--- config.mk ---
export PLATFORM = sky130hd
export DESIGN_NAME = pnguf_predict
export DESIGN_NICKNAME = d
export VERILOG_FILES = /design/src/pnguf_pkg.sv /design/src/pnguf_predict.sv
export SDC_FILE = /design/constraint.sdc
export NUM_CORES = 1
export LEC_CHECK = 0
export BUFFER_PORTS_ARGS = -buffer_cell sky130_fd_sc_hd__buf_2
export CELL_PAD_IN_SITES_DETAIL_PLACEMENT = 1
export CELL_PAD_IN_SITES_GLOBAL_PLACEMENT = 2
export CORE_ASPECT_RATIO = 0.75
export CORE_MARGIN = 1
export CORE_UTILIZATION = 25
export DETAILED_ROUTE_END_ITERATION = 6
export PLACE_DENSITY_LB_ADDON = 0.1
export SYNTH_ARGS = -nofsm -noshare
export SYNTH_HDL_FRONTEND = slang
export SYNTH_SLANG_ARGS = --single-unit
--- constraint.sdc ---
create_clock -name vclk -period 11.6
set_clock_uncertainty 0.05 [all_clocks]
set_input_delay 1.74 -clock vclk [all_inputs]
set_output_delay 1.74 -clock vclk [all_outputs]
set_load 0.05 [all_outputs]
--- src/pnguf_pkg.sv ---
`timescale 1ns / 1ps
`default_nettype none
// ----------------------------------------------------------------------------
// pnguf_pkg
// Shared types and codes of the scanline unfilter: filter codes, register
// indexes and the request token that rides alongside the line buffer read.
// ----------------------------------------------------------------------------
package pnguf_pkg;

    typedef enum logic [2:0] {
        FILT_NONE  = 3'd0,
        FILT_SUB   = 3'd1,
        FILT_UP    = 3'd2,
        FILT_AVG   = 3'd3,
        FILT_PAETH = 3'd4
    } pnguf_filt_t;

    // register index, taken from paddr[3:2]
    localparam logic [1:0] REG_BPP        = 2'd0;
    localparam logic [1:0] REG_ROW_BYTES  = 2'd1;
    localparam logic [1:0] REG_IMAGE_ROWS = 2'd2;

    typedef struct packed {
        logic        is_filter;
        pnguf_filt_t filt;
        logic        bad;
        logic        up_ok;
        logic        wr_ok;
        logic        row_end;
        logic        image_end;
        logic [7:0]  data;
    } pnguf_tok_t;

endpackage
`default_nettype wire

--- src/pnguf_predict.sv ---
`timescale 1ns / 1ps
`default_nettype none
// ----------------------------------------------------------------------------
// pnguf_predict
// Filter predictor: forms None, Sub, Up, Average or Paeth prediction and
// adds it to the filtered byte, mod 256.
// ----------------------------------------------------------------------------
module pnguf_predict (
    input  wire pnguf_pkg::pnguf_filt_t filt,
    input  wire [7:0]                   x,
    input  wire [7:0]                   left,
    input  wire [7:0]                   up,
    input  wire [7:0]                   upleft,
    output logic [7:0]                  pix
);

    logic signed [10:0] pa_s, pb_s, pc_s;
    logic        [9:0]  pa, pb, pc;
    logic        [8:0]  avg_sum;
    logic        [7:0]  paeth;
    logic        [7:0]  pred;

    always_comb begin
        // p = a + b - c: distances reduce to |b-c|, |a-c|, |a+b-2c|
        pa_s = $signed({3'b000, up}) - $signed({3'b000, upleft});
        pb_s = $signed({3'b000, left}) - $signed({3'b000, upleft});
        pc_s = $signed({3'b000, left}) + $signed({3'b000, up})
             - $signed({2'b00, upleft, 1'b0});
        pa = pa_s[10] ? 10'(-pa_s) : pa_s[9:0];
        pb = pb_s[10] ? 10'(-pb_s) : pb_s[9:0];
        pc = pc_s[10] ? 10'(-pc_s) : pc_s[9:0];

        priority if (pa <= pb && pa <= pc) begin
            paeth = left;
        end else if (pb <= pc) begin
            paeth = up;
        end else begin
            paeth = upleft;
        end

        avg_sum = {1'b0, left} + {1'b0, up};

        unique case (filt)
            pnguf_pkg::FILT_SUB:   pred = left;
            pnguf_pkg::FILT_UP:    pred = up;
            pnguf_pkg::FILT_AVG:   pred = avg_sum[8:1];
            pnguf_pkg::FILT_PAETH: pred = paeth;
            default:               pred = 8'd0;
        endcase

        pix = x + pred;
    end

endmodule
`default_nettype wire

# Word-level counts from Yosys, hierarchy flattened
# Index checks and enable logic that the tools add are counted.
[op_classes]
mux = 6
eq_ne = 4
n_reduce_logical = 1
magnitude_cmp = 3
n_addsub = 9
[op_table]
columns = ["op", "n"]
rows = [
  ["8-bit one-hot mux with 4 select lines", 1],
  ["10-bit <= comparator", 3],
  ["10-bit 2-to-1 mux", 3],
  ["9-bit negator with 10-bit output", 2],
  ["8-bit by 8-bit adder with 9-bit output", 2],
  ["8-bit by 8-bit subtractor with 9-bit output", 2],
  ["8-bit 2-to-1 mux", 2],
  ["10-bit negator", 1],
  ["9-bit by 9-bit subtractor with 10-bit output", 1],
  ["8-bit adder", 1],
  ["3-bit by 2-bit equality test with 1-bit output, second input constant", 2],
  ["3-bit by 1-bit equality test with 1-bit output, second input constant", 1],
  ["3-bit equality test, second input constant", 1],
  ["1-bit logical AND", 1],
]
[word_totals]
output_inout_bits = 8
register_bits = 0
input_bits = 35
word_cells = 23

# Logic depth before layout (Yosys ltp)
[depth]
ltp_word = 9
ltp_mapped = 32
ltp_nobuf = 32

# Worst setup path after synthesis
# No wires, ideal clock.
[synth_timing]
kind = "input to output"
startpoint = "in left[2]"
endpoint = "out pix[7]"
required_time_ps = 9810
cell_stages = 27
setup_slack_ps = 2072
arrival_time_ps = 7738
path_buffers = 0
cell_sequence = "inv_1 -> fa_1 -> inv_1 -> ha_1 -> nor2b_1 -> o31ai_1 -> xor2_1 -> nand4_1 -> or2_1 -> nor2b_1 -> xnor2_1 -> ha_1 -> nand3_1 -> or3_4 -> o32ai_4 -> or2b_4 -> o21a_1 -> inv_1 -> ha_1 -> a21o_1 -> a21oi_1 -> o21bai_1 -> a21oi_1 -> o21bai_1 -> a21oi_1 -> xnor2_1 -> xnor2_1"
[synth_via]
elab_chain_len = 9
word_cells_on_any_way = 16
cone_classes = "add/sub: 7; order compare: 3; mux: 5; reduce/logical: 1"
[synth_rtl]
columns = ["element", "line", "rtl"]
rows = [
  ["start, declared", "pnguf_predict.sv:11", "input wire [7:0] left,"],
  ["8-bit by 8-bit adder with 9-bit output", "pnguf_predict.sv:27, pnguf_predict.sv:41", ""],
  ["9-bit by 9-bit subtractor with 10-bit output", "pnguf_predict.sv:28", "- $signed({2'b00, upleft, 1'b0});"],
  ["10-bit negator", "pnguf_predict.sv:31", "pc = pc_s[10] ? 10'(-pc_s) : pc_s[9:0];"],
  ["10-bit 2-to-1 mux", "pnguf_predict.sv:31", ""],
  ["10-bit <= comparator, on equally long branches", "pnguf_predict.sv:35, pnguf_predict.sv:33", ""],
  ["8-bit 2-to-1 mux or 1-bit logical AND (tied branches)", "pnguf_predict.sv:35, pnguf_predict.sv:33", ""],
  ["8-bit 2-to-1 mux", "pnguf_predict.sv:33", "priority if (pa <= pb && pa <= pc) begin"],
  ["8-bit one-hot mux with 4 select lines *", "pnguf_predict.sv:43", "unique case (filt)"],
  ["8-bit adder *", "pnguf_predict.sv:51", "pix = x + pred;"],
  ["end, declared", "pnguf_predict.sv:14", "output logic [7:0] pix"],
]
# Every way passes the cells marked *; elsewhere a longest branch is shown, timed or not.

# Worst setup path after layout
# Same ends and word-level chain as after synthesis.

==> impl_metrics.ini <==
[die]
core_area_sq_um = 13110
rows = 36
die_width_um = 136.3
initial_core_util_pct = 25.81
die_h_um = 102.7
die-area_sq_um = 14010
num_io_pins = 43

[timing]
fmax_ghz = 0.09654
setup-tns-final_ns = 0
slew_headroom_pct = 38.24
rsz0062_at_grt = false
hold_viol_final = 0
setup_violations = 0
tightest_slew_ns = 0.9202
period_minus_slack_ns = 10.36
slew_viol_final = 0
timing.final.crit_share_pct = 89.29

[detailed_routing]
vias = 3320
remaining_drc_errors = 0
final_antenna_net_count = 0
first_pass_iters = 4
routed_via_density = 4.978
drtIter0Drc = 182
routed_wl_um = 11880
wl_per_cell_um = 17.82

[power]
peakVddDrop_mv = 0.03858
power_density_nw_per_um2 = 127.1
p_leak_nw = 1.894

[setup_path]
slowest_stage = o21ai_1
crit_top_cell = a21oi_1
cp.depth = 31
cp-start-kind = input port
critPathKind = input port to output pin
crit_fanout = 12
cp_top_family = compound AO/OA/AOI/OAI gates
critPathRequiredTime_ns = 9.81
critical_path.max_stage_delay_ns = 0.75
cp_num_buf_inv = 5
end_kind = output pin
cp.arrival_ns = 8.57

[clocking]
cts_setup_buffers = 0
post_cts_resized = 0
ctsHoldBuffers = 0

[logic_synthesis]
synth_area_sq_um = 3383
synth_seq_area_share_pct = 0
synth.most_common_cell = inv_1
syn_avg_cell_area_sq_um = 7.419
ys.warnings.count = 0
yosys.area.top_type_share_pct = 25.52
yosysTopAreaCell = ha_1
syn_inst = 456
yosys.cell_types.count = 60
yosys-top-cells-area = ha_1, xnor2_1, inv_1, fa_1, a21oi_1
synth_common_cells = inv_1, ha_1, a21oi_1

[layout]
nClkBuffers = 0
design.seq.count = 0
seq_area_sq_um = 0
layout-drive-gt1-share_pct = 11.90
fin_area_sq_um = 3807
fin_util_pct = 29.05
diodes = 0
nNetsFinal = 613
fillers = 1641
syn2layout_area_growth_pct = 12.54

[run_status]
status = finished, final reports clean

[global_routing]
grt_antenna_before_repair = 0
grt_use_total_pct = 18.04
grt_pass1_wl_um = 19400
grt_max_degree = 18
grt_remaining_overflow = 0
grt_pass1_vias = 3461

[hold_path]
whs_path_depth = 3
min_path_type = input port to output pin

[flow_run]
maxCapViolCount = 0

[place]
detailed_place_hpwl_um = 10740
post_dp_cell_area_sq_um = 3807
routabilityCongestion = 0.7845
portBuffers = 43
==> per-stage QoR <==
step | power [mW] | hold WS (ns) | std cells | setup slack (ns)
after global routing | 0.5440 | 3.893 | 667 | 0.6325
after global placement | 0.4755 | 3.879 | 667 | 1.198
after CTS | 0.4890 | 3.888 | 667 | 1.160
after detailed placement | 0.4859 | 3.890 | 667 | 1.209
final | 0.4841 | 3.881 | 667 | 1.242
after floorplan | 0.3601 | 3.808 | 458 | 2.072
==> kinds of logic after synthesis <==
logic type                 count (synthesis)  synth area share [%]
and+or+nand+nor                          102                 15.79
buffers and inverters                     77                 8.580
adders and majority gates                 82                 32.62
muxes                                      2                0.6287
other                                      2                0.2220
xor gates and xnor gates                  49                 13.13
AOI/OAI and AO/OA                        142                 29.03
==> cell type report <==
class | instances | area, sq um | area share [%]
Inverter | 70 | 262.8 | 6.901
Multi-Input combinational cell | 381 | 3100 | 81.43
Tap cell | 171 | 214.0 | 5.619
Timing Repair Buffer | 45 | 230.2 | 6.047
==> report_power, final <==
part	internal, mW	total [mW]	switching [mW]
combinational	0.186	0.484	0.298
clock	0	0	0
sequential	0	0	0
==> path summary, 6_finish.rpt <==
check / startpoint / endpoint / slack, ns
max: left[2] / pix[7] / 1.24
min: x[0] / pix[0] / 3.88
==> per-layer routing <==
metal	vias to the layer above	wire length [um]	part of all wire, %	global-route usage, %
li1	1692	-	-	-
met4	0	14	0.12	0.5128
met3	2	365	3.1	0.4425
met1	1589	6693	56	28.68
met5	-	0	0	0
met2	37	4809	40	27.92
==> placed cells by master, fill, tap and decap left out, types with 2 or more instances in the layout <==
cell,count
fa_1,11
nor2b_1,7
a22oi_1,7
buf_2,43
o21ai_0,16
o21bai_1,8
a211oi_1,3
o21a_1,9
nor4b_1,2
or2_1,3
o21ai_1,15
inv_1,70
or3_1,4
or4_1,2
nand4_1,7
xor2_1,15
and2_1,2
xor2_2,2
o22ai_1,3
nand2_1,20
or3_4,2
nor2_1,28
a21oi_1,34
o31ai_1,3
xnor2_1,32
a211o_1,2
nor3b_1,2
nor3_1,4
ha_1,69
a31oi_1,9
a21o_1,19
maj3_1,2
nand3_1,10
and3b_1,2
buf_4,2
conb_1,4
Power figures use the tool's default switching activity.
